**config.mk**
```make
export PLATFORM = sky130hd
export DESIGN_NAME = sha256_message_hasher
export DESIGN_NICKNAME = d
export VERILOG_FILES = /design/src/sha256_pkg.sv /design/src/sha256_datapath.sv /design/src/sha256_controller.sv /design/src/sha256_message_hasher.sv
export SDC_FILE = /design/constraint.sdc
export NUM_CORES = 2
export LEC_CHECK = 0
export ABC_AREA = 1
export BUFFER_PORTS_ARGS = -buffer_cell sky130_fd_sc_hd__buf_2
export CAP_MARGIN = 20
export CORE_MARGIN = 4
export CORE_UTILIZATION = 30
export CTS_BUF_LIST = sky130_fd_sc_hd__clkbuf_16
export DETAILED_ROUTE_END_ITERATION = 16
export PLACE_DENSITY = 0.47
export RECOVER_POWER = 50
export REMOVE_ABC_BUFFERS = 1
export SYNTH_ARGS = -nofsm -noshare
export SYNTH_HDL_FRONTEND = slang
export SYNTH_SLANG_ARGS = --single-unit
export TNS_END_PERCENT = 30
```
**constraint.sdc**
```tcl
create_clock -name i_clk -period 27.8 [get_ports i_clk]
set_input_delay 8.34 -clock i_clk [delete_from_list [all_inputs] [get_ports i_clk]]
set_output_delay 8.34 -clock i_clk [all_outputs]
set_load 0.05 [all_outputs]
```
**src/sha256_pkg.sv**
```systemverilog
`default_nettype none
package sha256_pkg;
    typedef struct packed {
        logic load_init;
        logic put_byte;
        logic [7:0] put_data;
        logic start_round;
        logic round_en;
        logic finish;
        logic clear_count;
        logic count_inc;
    } t_cmd;

    typedef struct packed {
        logic [5:0] pos;
        logic [60:0] count;
    } t_status;

    localparam logic [255:0] InitHash = {
        32'h6a09e667, 32'hbb67ae85, 32'h3c6ef372, 32'ha54ff53a,
        32'h510e527f, 32'h9b05688c, 32'h1f83d9ab, 32'h5be0cd19};

    localparam logic [7:0] PadByte = 8'h80;
    localparam logic [5:0] LenPos = 6'd56;
    localparam logic [5:0] LastPos = 6'd63;

    function automatic logic [31:0] round_k(input logic [5:0] t);
        logic [31:0] k [64];
        k = '{
        32'h428a2f98, 32'h71374491, 32'hb5c0fbcf, 32'he9b5dba5,
        32'h3956c25b, 32'h59f111f1, 32'h923f82a4, 32'hab1c5ed5,
        32'hd807aa98, 32'h12835b01, 32'h243185be, 32'h550c7dc3,
        32'h72be5d74, 32'h80deb1fe, 32'h9bdc06a7, 32'hc19bf174,
        32'he49b69c1, 32'hefbe4786, 32'h0fc19dc6, 32'h240ca1cc,
        32'h2de92c6f, 32'h4a7484aa, 32'h5cb0a9dc, 32'h76f988da,
        32'h983e5152, 32'ha831c66d, 32'hb00327c8, 32'hbf597fc7,
        32'hc6e00bf3, 32'hd5a79147, 32'h06ca6351, 32'h14292967,
        32'h27b70a85, 32'h2e1b2138, 32'h4d2c6dfc, 32'h53380d13,
        32'h650a7354, 32'h766a0abb, 32'h81c2c92e, 32'h92722c85,
        32'ha2bfe8a1, 32'ha81a664b, 32'hc24b8b70, 32'hc76c51a3,
        32'hd192e819, 32'hd6990624, 32'hf40e3585, 32'h106aa070,
        32'h19a4c116, 32'h1e376c08, 32'h2748774c, 32'h34b0bcb5,
        32'h391c0cb3, 32'h4ed8aa4a, 32'h5b9cca4f, 32'h682e6ff3,
        32'h748f82ee, 32'h78a5636f, 32'h84c87814, 32'h8cc70208,
        32'h90befffa, 32'ha4506ceb, 32'hbef9a3f7, 32'hc67178f2};
        return k[t];
    endfunction
endpackage
`default_nettype wire

```
**src/sha256_datapath.sv**
```systemverilog
`default_nettype none
module sha256_datapath (
    input  wire logic                i_clk,
    input  wire logic                i_rst_n,
    input  wire sha256_pkg::t_cmd    i_cmd,
    input  wire logic [5:0]          i_round,
    input  wire logic [2:0]          i_out_sel,
    output sha256_pkg::t_status      o_status,
    output logic [31:0]              o_hash_word
);
    import sha256_pkg::*;

    logic [31:0] r_h [8];
    logic [31:0] r_v [8];
    logic [31:0] r_w [16];
    logic [60:0] r_count;
    logic [5:0]  r_pos;

    function automatic logic [31:0] rotr(input logic [31:0] x, input int n);
        return (x >> n) | (x << (32 - n));
    endfunction

    logic [31:0] w_t, s0, s1, w_next, t1, t2, e, a;
    assign w_t = r_w[0];
    assign s0 = rotr(r_w[1], 7) ^ rotr(r_w[1], 18) ^ (r_w[1] >> 3);
    assign s1 = rotr(r_w[14], 17) ^ rotr(r_w[14], 19) ^ (r_w[14] >> 10);
    assign w_next = s1 + r_w[9] + s0 + r_w[0];
    assign e = r_v[4];
    assign a = r_v[0];
    assign t1 = r_v[7] + (rotr(e, 6) ^ rotr(e, 11) ^ rotr(e, 25))
              + ((e & r_v[5]) ^ (~e & r_v[6])) + round_k(i_round) + w_t;
    assign t2 = (rotr(a, 2) ^ rotr(a, 13) ^ rotr(a, 22))
              + ((a & r_v[1]) ^ (a & r_v[2]) ^ (r_v[1] & r_v[2]));

    // block words shift through r_w during rounds
    logic [3:0] wi;
    logic [4:0] sh;
    assign wi = r_pos[5:2];
    assign sh = 5'(24 - 8 * int'(r_pos[1:0]));

    always_ff @(posedge i_clk) begin
        if (!i_rst_n) begin
            r_count <= '0;
            r_pos <= '0;
            for (int i = 0; i < 8; i++) r_h[i] <= InitHash[255 - 32*i -: 32];
        end else begin
            if (i_cmd.load_init)
                for (int i = 0; i < 8; i++) r_h[i] <= InitHash[255 - 32*i -: 32];
            if (i_cmd.clear_count) begin
                r_count <= '0;
                r_pos <= '0;
            end
            // message bytes only, padding bytes are not counted
            if (i_cmd.count_inc)
                r_count <= r_count + 61'd1;
            if (i_cmd.put_byte) begin
                if (r_pos[1:0] == 2'd0)
                    r_w[wi] <= {i_cmd.put_data, 24'd0};
                else
                    r_w[wi] <= r_w[wi] | ({24'd0, i_cmd.put_data} << sh);
                r_pos <= r_pos + 6'd1;
            end
            if (i_cmd.start_round)
                for (int i = 0; i < 8; i++) r_v[i] <= r_h[i];
            if (i_cmd.round_en) begin
                for (int i = 0; i < 15; i++) r_w[i] <= r_w[i+1];
                r_w[15] <= w_next;
                r_v[7] <= r_v[6];
                r_v[6] <= r_v[5];
                r_v[5] <= e;
                r_v[4] <= r_v[3] + t1;
                r_v[3] <= r_v[2];
                r_v[2] <= r_v[1];
                r_v[1] <= a;
                r_v[0] <= t1 + t2;
            end
            if (i_cmd.finish)
                for (int i = 0; i < 8; i++) r_h[i] <= r_h[i] + r_v[i];
        end
    end

    assign o_status = '{pos: r_pos, count: r_count};
    assign o_hash_word = r_h[i_out_sel];
endmodule
`default_nettype wire

```
**src/sha256_controller.sv**
```systemverilog
`default_nettype none
module sha256_controller (
    input  wire logic               i_clk,
    input  wire logic               i_rst_n,
    input  wire logic               i_valid,
    output logic                    o_ready,
    input  wire logic [7:0]         i_data_byte,
    input  wire logic               i_byte_valid,
    input  wire logic               i_msg_end,
    input  wire sha256_pkg::t_status i_status,
    output sha256_pkg::t_cmd        o_cmd,
    output logic [5:0]              o_round,
    output logic [2:0]              o_out_sel,
    output logic                    o_out_valid,
    input  wire logic               i_out_ready
);
    import sha256_pkg::*;

    localparam logic [2:0] StIdle = 3'd0;
    localparam logic [2:0] StPad  = 3'd1;
    localparam logic [2:0] StLen  = 3'd2;
    localparam logic [2:0] StRnd  = 3'd3;
    localparam logic [2:0] StFin  = 3'd4;
    localparam logic [2:0] StOut  = 3'd5;

    logic [2:0] r_state, n_state;
    logic [5:0] r_round, n_round;
    logic       r_end, n_end;
    logic [2:0] r_ret, n_ret;
    logic [63:0] r_bits, n_bits;
    logic [2:0] r_sel, n_sel;

    assign o_round = r_round;
    assign o_out_sel = r_sel;
    assign o_ready = (r_state == StIdle);
    assign o_out_valid = (r_state == StOut);

    always_comb begin
        n_state = r_state;
        n_round = r_round;
        n_end = r_end;
        n_ret = r_ret;
        n_bits = r_bits;
        n_sel = r_sel;
        o_cmd = '0;
        case (r_state)
            StIdle: begin
                if (i_valid) begin
                    n_bits = {i_status.count + 61'(i_byte_valid), 3'd0};
                    n_end = i_msg_end;
                    if (i_byte_valid) begin
                        o_cmd.put_byte = 1'b1;
                        o_cmd.put_data = i_data_byte;
                        o_cmd.count_inc = 1'b1;
                        if (i_status.pos == LastPos) begin
                            n_state = StRnd;
                            n_ret = i_msg_end ? StPad : StIdle;
                            o_cmd.start_round = 1'b1;
                            n_round = '0;
                        end else if (i_msg_end) begin
                            n_state = StPad;
                        end
                    end else if (i_msg_end) begin
                        n_state = StPad;
                    end
                    n_sel = '0;
                end
            end
            StPad: begin
                // 0x80 marker then zeros up to the length field
                o_cmd.put_byte = 1'b1;
                o_cmd.put_data = r_end ? PadByte : 8'd0;
                n_end = 1'b0;
                if (i_status.pos == LastPos) begin
                    n_state = StRnd;
                    n_ret = StPad;
                    o_cmd.start_round = 1'b1;
                    n_round = '0;
                end else if (i_status.pos == LenPos - 6'd1) begin
                    n_state = StLen;
                end
            end
            StLen: begin
                o_cmd.put_byte = 1'b1;
                o_cmd.put_data = r_bits[63:56];
                n_bits = {r_bits[55:0], 8'd0};
                if (i_status.pos == LastPos) begin
                    n_state = StRnd;
                    n_ret = StOut;
                    o_cmd.start_round = 1'b1;
                    n_round = '0;
                end
            end
            StRnd: begin
                o_cmd.round_en = 1'b1;
                n_round = r_round + 6'd1;
                if (r_round == LastPos) n_state = StFin;
            end
            StFin: begin
                o_cmd.finish = 1'b1;
                n_state = r_ret;
            end
            StOut: begin
                if (i_out_ready) begin
                    n_sel = r_sel + 3'd1;
                    if (r_sel == 3'd7) begin
                        n_state = StIdle;
                        o_cmd.load_init = 1'b1;
                        o_cmd.clear_count = 1'b1;
                    end
                end
            end
            default: n_state = StIdle;
        endcase
    end

    always_ff @(posedge i_clk) begin
        if (!i_rst_n) begin
            r_state <= StIdle;
            r_round <= '0;
            r_end <= 1'b0;
            r_ret <= StIdle;
            r_sel <= '0;
        end else begin
            r_state <= n_state;
            r_round <= n_round;
            r_end <= n_end;
            r_ret <= n_ret;
            r_sel <= n_sel;
        end
        r_bits <= n_bits;
    end
endmodule
`default_nettype wire

```
**src/sha256_message_hasher.sv**
```systemverilog
`default_nettype none
// sha-256 hasher taking one message byte per transfer. the transfer that fills
// a 64-byte block waits out its compression on the single shared round unit,
// the rounds and then the chaining add. on msg_end the block pads itself one
// byte per cycle outside compressions (one or two compressions in all), then
// shows the eight digest words, word 0 first, one per output transfer, with
// digest_last on word 7. input is not taken while padding, compressing or
// sending the digest.
module sha256_message_hasher (
    input  wire logic        i_clk,
    input  wire logic        i_rst_n,
    input  wire logic        i_valid,
    output logic             o_ready,
    input  wire logic [7:0]  i_data_byte,
    input  wire logic        i_byte_valid,
    input  wire logic        i_msg_end,
    output logic             o_valid,
    input  wire logic        i_ready,
    output logic [31:0]      o_digest_word,
    output logic [2:0]       o_word_index,
    output logic             o_digest_last
);
    import sha256_pkg::*;

    t_cmd    cmd;
    t_status status;
    logic [5:0] round;
    logic [2:0] sel;

    sha256_controller u_ctrl (
        .i_clk, .i_rst_n, .i_valid, .o_ready, .i_data_byte, .i_byte_valid,
        .i_msg_end, .i_status(status), .o_cmd(cmd), .o_round(round),
        .o_out_sel(sel), .o_out_valid(o_valid), .i_out_ready(i_ready)
    );

    // datapath also keeps the message length counter (message bytes only)
    sha256_datapath u_dp (
        .i_clk, .i_rst_n, .i_cmd(cmd), .i_round(round), .i_out_sel(sel),
        .o_status(status), .o_hash_word(o_digest_word)
    );

    assign o_word_index = sel;
    assign o_digest_last = (sel == 3'd7);

    // input and output never both active
    a_excl: assert property (@(posedge i_clk) disable iff (!i_rst_n)
        !(o_ready && o_valid)) else $error("ready during digest output");
    // a round pass never overlaps byte loading
    a_round: assert property (@(posedge i_clk) disable iff (!i_rst_n)
        !(cmd.round_en && cmd.put_byte)) else $error("round while loading");
    // digest words step only on output transfer
    a_sel: assert property (@(posedge i_clk) disable iff (!i_rst_n)
        (o_valid && !i_ready) |=> (o_valid && $stable(o_word_index)))
        else $error("digest word index moved while stalled");
endmodule
`default_nettype wire

```
# ---- Word-level counts from Yosys, hierarchy flattened
# Memory sizes are Yosys's and may differ from the RTL's. A register that Yosys moved wholly into a read port is not among the register bits.
# Cells that the tools add are included.
dict set report totals {
  ff_bits 147
  ram_bits 1024
  mem_count 4
  romBits 2048
  out_inout_bits 38
}
dict set report classes {
  muxes 101
  shifts 1
  n_eq_ne 18
  n_reduce_logical 17
  bitwise 54
  addsub 24
  n_lt_le_gt_ge 1
}
# name depth width read_ports rd_ports_with_merged_regs wr line_no
set memory_table {}
lappend memory_table {{(name not given)} 64 32 1 0 0 sha256_pkg.sv:46} ;# return k[t];
lappend memory_table {u_dp.r_w 16 32 17 1 16 sha256_datapath.sv:15} ;# logic [31:0] r_w [16];
lappend memory_table {u_dp.r_h 8 32 9 1 8 sha256_datapath.sv:13} ;# logic [31:0] r_h [8];
lappend memory_table {u_dp.r_v 8 32 8 0 8 sha256_datapath.sv:14} ;# logic [31:0] r_v [8];
# operator n
set op_table {}
lappend op_table {{32-bit 2-to-1 mux} 28}
lappend op_table {{32-bit adder} 18}
lappend op_table {{32-bit XOR} 9}
lappend op_table {{32-bit AND} 5}
lappend op_table {{64-bit case mux with 2 select lines} 1}
lappend op_table {{61-bit 2-to-1 mux} 2}
lappend op_table {{64-bit 2-to-1 mux} 1}
lappend op_table {{61-bit by 1-bit adder with 61-bit output} 1}
lappend op_table {{61-bit by 1-bit adder with 61-bit output, second input constant} 1}
lappend op_table {{3-bit 2-to-1 mux} 19}
lappend op_table {{1-bit 2-to-1 mux} 33}
lappend op_table {{32-bit NOT} 1}
lappend op_table {{10-bit by 32-bit OR with 32-bit output} 1}
lappend op_table {{13-bit by 32-bit OR with 32-bit output} 1}
lappend op_table {{14-bit by 32-bit OR with 32-bit output} 1}
lappend op_table {{15-bit by 32-bit OR with 32-bit output} 1}
lappend op_table {{19-bit by 32-bit OR with 32-bit output} 1}
lappend op_table {{21-bit by 32-bit OR with 32-bit output} 1}
lappend op_table {{25-bit by 32-bit OR with 32-bit output} 1}
lappend op_table {{26-bit by 32-bit OR with 32-bit output} 1}
lappend op_table {{30-bit by 32-bit OR with 32-bit output} 1}
lappend op_table {{32-bit OR} 1}
lappend op_table {{7-bit by 32-bit OR with 32-bit output} 1}
lappend op_table {{32-bit OR reduction} 1}
lappend op_table {{34 further kinds} 85}

# ---- Logic depth before layout (Yosys ltp)
dict set report logic_depth {
  depth_word 10
  mapped_depth 45
}

# ---- Hierarchy
# A second synthesis with hierarchy kept.
dict set report hier_totals {
  hier_cells 11285
  area_unflattened_um2 87321.2
}
# mod cells_per_inst seq_area_each_um2 area_each_um2 instances
set modules_own_cells {}
lappend modules_own_cells {sha256_datapath 10472 31850.5 81793.4 1}
lappend modules_own_cells {sha256_controller 810 2132.0 5514.0 1}
lappend modules_own_cells {sha256_message_hasher 3 0.0 13.8 1}

# ---- Worst setup path after synthesis
# Ideal clock, no wire load.
dict set report synth_timing {
  kind {input port to flip-flop}
  from {in i_valid}
  to {mem u_dp.r_v[0][0] (enable)}
  setup_time_ps 1227
  cell_stages 8
  t_arrival_ps 26752
  n_path_buf 0
  setup_slack_ps -178
  cell_sequence {nand2_1 inv_1 nand2_4 clkinv_4 nor2_4 nor2_8 inv_4 o21ai_0}
}
# item line_no
set synth_rtl {}
lappend synth_rtl {{from (decl)} sha256_message_hasher.sv:12} ;# input wire logic i_valid,
lappend synth_rtl {{to (decl)} sha256_datapath.sv:14}

==> results.md <==
- Together, buffers and inverters on the worst path number 6.
- The post-route standard cell area excluding fillers is 95200 sq um.
- Buffers placed on the I/O ports in this run total between 50 and 60.
- The power density normalized to cell area is approximately 130 nW/um^2.
- From synthesis to final layout, the design area changed by 9.83%.
- The die footprint is slightly below 300000 sq um.
- The routed wirelength normalized by instance count is roughly 26 microns.
- Measured against its own limit, the worst slew margin works out to -167%.
- The area of the core is 288000 sq um.
- The min-delay analysis places its worst path in the category reg -> reg.
- Synthesis inferred roughly 1200 register bits.
- The number of levels the H-tree was split into is 4.
- The initialized floorplan defines approximately 200 standard-cell rows.
- The share of the Yosys chip area taken by registers is about two fifths.
- The fraction of the core area covered by cells at the end of the flow is between 30 and 40%.
- The final non-filler cell total is 14800.
- The latest clock arrival within the worst-skew pair is about 0.88 ns.
- The clock edge transition at the registers on the reported setup and hold paths is about 0.06 ns.
- The routed wire length is around 380000 microns.
- The library cell used as clock root buffer is sky130_fd_sc_hd__clkbuf_16.
- Global routing consumed, over all layers together, 24.3% of the routing resources.
- Entering global routing, the biggest net connects a little under 200 pins.
- After detailed placement, the total cell area comes to around 91000 sq um.
- The final hold violation count is 0.
- The total count of max-transition violations in the final report was slightly below 900.
- Synthesis handed over a netlist of ~11000 instances.
- In this run the worst path has a maximum fanout of approximately 50.
- The weighted congestion at the end of routability-driven global placement is 0.994.
- The required arrival time at the worst endpoint is between 20 and 30 ns.
- The setup violation total in the final timing report is 0.
- Setup repair after global routing left no endpoint under its margin.
- The timing-limited maximum frequency is 0.0527 GHz.
- The first-pass GRT wire length is between 500000 and 600000 microns.
- From left edge to right edge, the die measures between 500 and 600 microns.
- For this configuration, the core starts out at a cell density of approximately 30%.
- The most common flop cell mapped by yosys is sky130_fd_sc_hd__edfxtp_1.
- The routed design could run at a clock period as short as 18.98 ns.
- The die is approximately 550 microns tall.
- Once the clock tree was built, the setup fixing pass inserted 0 buffers.
- The final HPWL from detailed placement is 286000 microns.
- After synthesis, the netlist uses 71 different library cells.
- The number of top-level design ports is 52.
- The number of gates resized after CTS was 0.
- The worst setup skew after layout is ~0.1 ns.
- The via count of the routed design is between 80000 and 90000.
- After detailed routing, the number of vias per cell comes to about 5.4.
- The number of nets at the end of the flow is approximately 12000.
- The via count of the first global-routing pass is about 77000.
- Dividing the final minimum period by the clock period gives about two thirds.
- The highest ir drop seen on vdd is between 0.15 and 0.2 mV.
- The static leakage is 0.0389 uW.
- The final reports fail on max-capacitance violations, max-slew violations.
- The kind of cell adding the most delay to the critical path is buffers and inverters.
- The dominant cell type by count on the critical path is sky130_fd_sc_hd__clkbuf_1.
- The clock sink total is about 1200.
- The worst-path cell with the longest stage delay is sky130_fd_sc_hd__clkbuf_1.
- No sink is reached through more buffers than the 4 on the longest clock path.
- The total of warnings raised by yosys is 0.
- For this run, the slowest stage of the critical path takes around 2.7 ns.
- The arrival time of the worst setup path is 19.56 ns.
- TritonCTS built the clock tree.
- The post-detailed-route DRC marker count is 0.
- The kind of launch point of the worst setup path is an input pin.
- The violation count after the first detailed-routing iteration is a little under 9000.
- The share of cells above drive strength 1 is roughly 3.8%.
- The number of clock buffers added by TritonCTS is approximately 150.
- The flow ran to the end, but the final reports show violations.
- For the pin with the worst max-slew slack, the measured transition is between 4 and 5 ns.
- For this design, the CTS-stage hold fixing added 0 buffers.
- The tool flagged a number of max-cap violations equal to 22.
- The number of routed nets with antenna violations is 0.
- The critical path endpoint category is a flop.
- For this run the aggregate overflow at the end of global routing stands at 0.
- The number of antenna violations at the first check in global routing is 9.
- The total instance count after detailed placement is 14600.
- Summed over all failing endpoints, the final setup total negative slack is 0 ns.
- The pre-antenna-repair detailed-routing pass consisted of 6 iterations.
- The synthesized area per cell is slightly below 8 sq um.
- The critical path in this run is classified as in -> reg.
- The number of flops mapped to enable cells by yosys is ~1100.
- Summing every instance area after synthesis gives a little under 90000 sq um.
- The signal on the critical path passes through buf_2, clkbuf_1, inv_1, nor2_1, clkbuf_1, clkbuf_1, clkbuf_1, o21ai_0, a21o_1.
- The share of flip-flops with an asynchronous set or reset is 0%.
worst min-delay path: stages (launching register included):
cell	delay (ns)
sky130_fd_sc_hd__dfxtp_1	0.30
sky130_fd_sc_hd__inv_1	0.06
sky130_fd_sc_hd__a21oi_1	0.06
logic make-up after synthesis:
logic type / synth area share (%)
adders and majority gates: 10.3
buffers and inverters: 8.36
AOI/OAI and AO/OA: 19.1
xor gates and xnor gates: 3.65
DFF: 39.3
and+or+nand+nor: 19.3
report_power, final:
part	switching [uW]	internal, uW
Combinational	5780	2340
Clock	843	1110
Sequential	154	2160
Total	6770	5610
flip-flops by register name (all words and copies together), names as in the netlist, named ones only:
register          flops
u_dp.r_w            512
u_dp.r_h            256
u_dp.r_v            256
u_ctrl.r_bits        61
u_dp.r_count         61
u_ctrl.o_round        6
u_dp.r_pos            6
u_ctrl.o_out_sel      3
u_ctrl.r_state        3
u_ctrl.r_ret          2
u_ctrl.r_end          1
metrics by stage:
| stage | hold slack (ns) | total power, uW | worst slack, ns |
|---|---|---|---|
| 3_5_place_dp | 0.452 | 10300 | 14.34 |
| 6_report | 0.461 | 12400 | 8.82 |
| 3_3_place_gp | 0.443 | 10300 | 14.28 |
| 4_1_cts | 0.461 | 12300 | 15.08 |
| 5_1_grt | 0.483 | 13300 | 8.33 |
| 2_1_floorplan | 0.429 | 7470 | -13.87 |
routing by layer:
| layer | track usage, % | up-vias | part of all wire [%] |
|---|---|---|---|
| met4 | 9.91 | 4 | 4.6 |
| met5 | 0 | - | 0.0082 |
| met1 | 33.8 | 39100 | 44 |
| li1 | - | 37300 | - |
| met2 | 38.3 | 3231 | 44 |
| met3 | 3.01 | 602 | 6.9 |
area by class of cell:
cell class	count	area, sq um
fill	30500	192000
multi-input combinational	8075	45400
sequential	1174	34100
inverter	1385	5220
tap	3781	4730
clock buffer	155	3880
timing repair buffer	155	1020
clock inverter	112	816
antenna	7	17.5
cell usage after synthesis, types with 27 or more instances:
| cell type | instances | share of area [%] |
|---|---|---|
| sky130_fd_sc_hd__o221ai_1 | 35 | 0.35 |
| sky130_fd_sc_hd__xnor2_1 | 145 | 1.5 |
| sky130_fd_sc_hd__xor2_1 | 216 | 2.2 |
| sky130_fd_sc_hd__o211ai_1 | 88 | 0.76 |
| sky130_fd_sc_hd__ha_1 | 401 | 5.8 |
| sky130_fd_sc_hd__nor4_1 | 33 | 0.24 |
| sky130_fd_sc_hd__nand3b_1 | 27 | 0.23 |
| sky130_fd_sc_hd__nand4_1 | 111 | 0.80 |
| sky130_fd_sc_hd__a31oi_1 | 70 | 0.51 |
| sky130_fd_sc_hd__a21oi_1 | 1038 | 6.0 |
| sky130_fd_sc_hd__fa_1 | 195 | 4.5 |
| sky130_fd_sc_hd__a21boi_0 | 37 | 0.32 |
| sky130_fd_sc_hd__o21a_1 | 61 | 0.53 |
| sky130_fd_sc_hd__edfxtp_1 | 1053 | 36 |
| sky130_fd_sc_hd__nor3_1 | 104 | 0.60 |
| sky130_fd_sc_hd__buf_2 | 61 | 0.35 |
| sky130_fd_sc_hd__o21bai_1 | 45 | 0.39 |
| sky130_fd_sc_hd__clkbuf_1 | 362 | 1.6 |
| sky130_fd_sc_hd__o22ai_1 | 47 | 0.34 |
| sky130_fd_sc_hd__or2_2 | 30 | 0.22 |
| sky130_fd_sc_hd__inv_1 | 1370 | 5.9 |
| sky130_fd_sc_hd__a21o_1 | 61 | 0.53 |
| sky130_fd_sc_hd__nor2_1 | 901 | 3.9 |
| sky130_fd_sc_hd__dfxtp_1 | 121 | 2.8 |
| sky130_fd_sc_hd__o21ai_0 | 1354 | 7.8 |
| sky130_fd_sc_hd__nand2_1 | 2447 | 11 |
| sky130_fd_sc_hd__nand3_1 | 395 | 2.3 |
| sky130_fd_sc_hd__o21ai_1 | 76 | 0.44 |
final timing paths:
kind                                       end  slack (ns)                           start  cells past startpoint
setup / recovery  u_dp.r_h[7][4]$_SDFFCE_PN1P_        8.82                         i_rst_n                      9
hold / removal       u_ctrl.r_end$_SDFFE_PN0P_        0.46       u_ctrl.r_end$_SDFFE_PN0P_                      2
setup reg to reg     u_dp.r_v[0][29]$_DFFE_PP_       17.23  u_ctrl.o_round[1]$_SDFFE_PN0P_                     36
hold reg to reg      u_ctrl.r_end$_SDFFE_PN0P_        0.46       u_ctrl.r_end$_SDFFE_PN0P_                      2
placed cells by master, fill, tap and decap left out, drive strengths merged, types with 121 or more instances in the layout:
master  synthesis  final
a21oi        1038   1038
nand2        2470   2470
nand3         397    397
nor2          908    908
inv          1381   1418
buf           118    129
edfxtp       1053   1053
fa            195    195
dfxtp         121    121
xor2          216    216
clkbuf        363    181
ha            401    401
o21ai        1434   1434
xnor2         145    145
(Power assumes the default switching activity.)
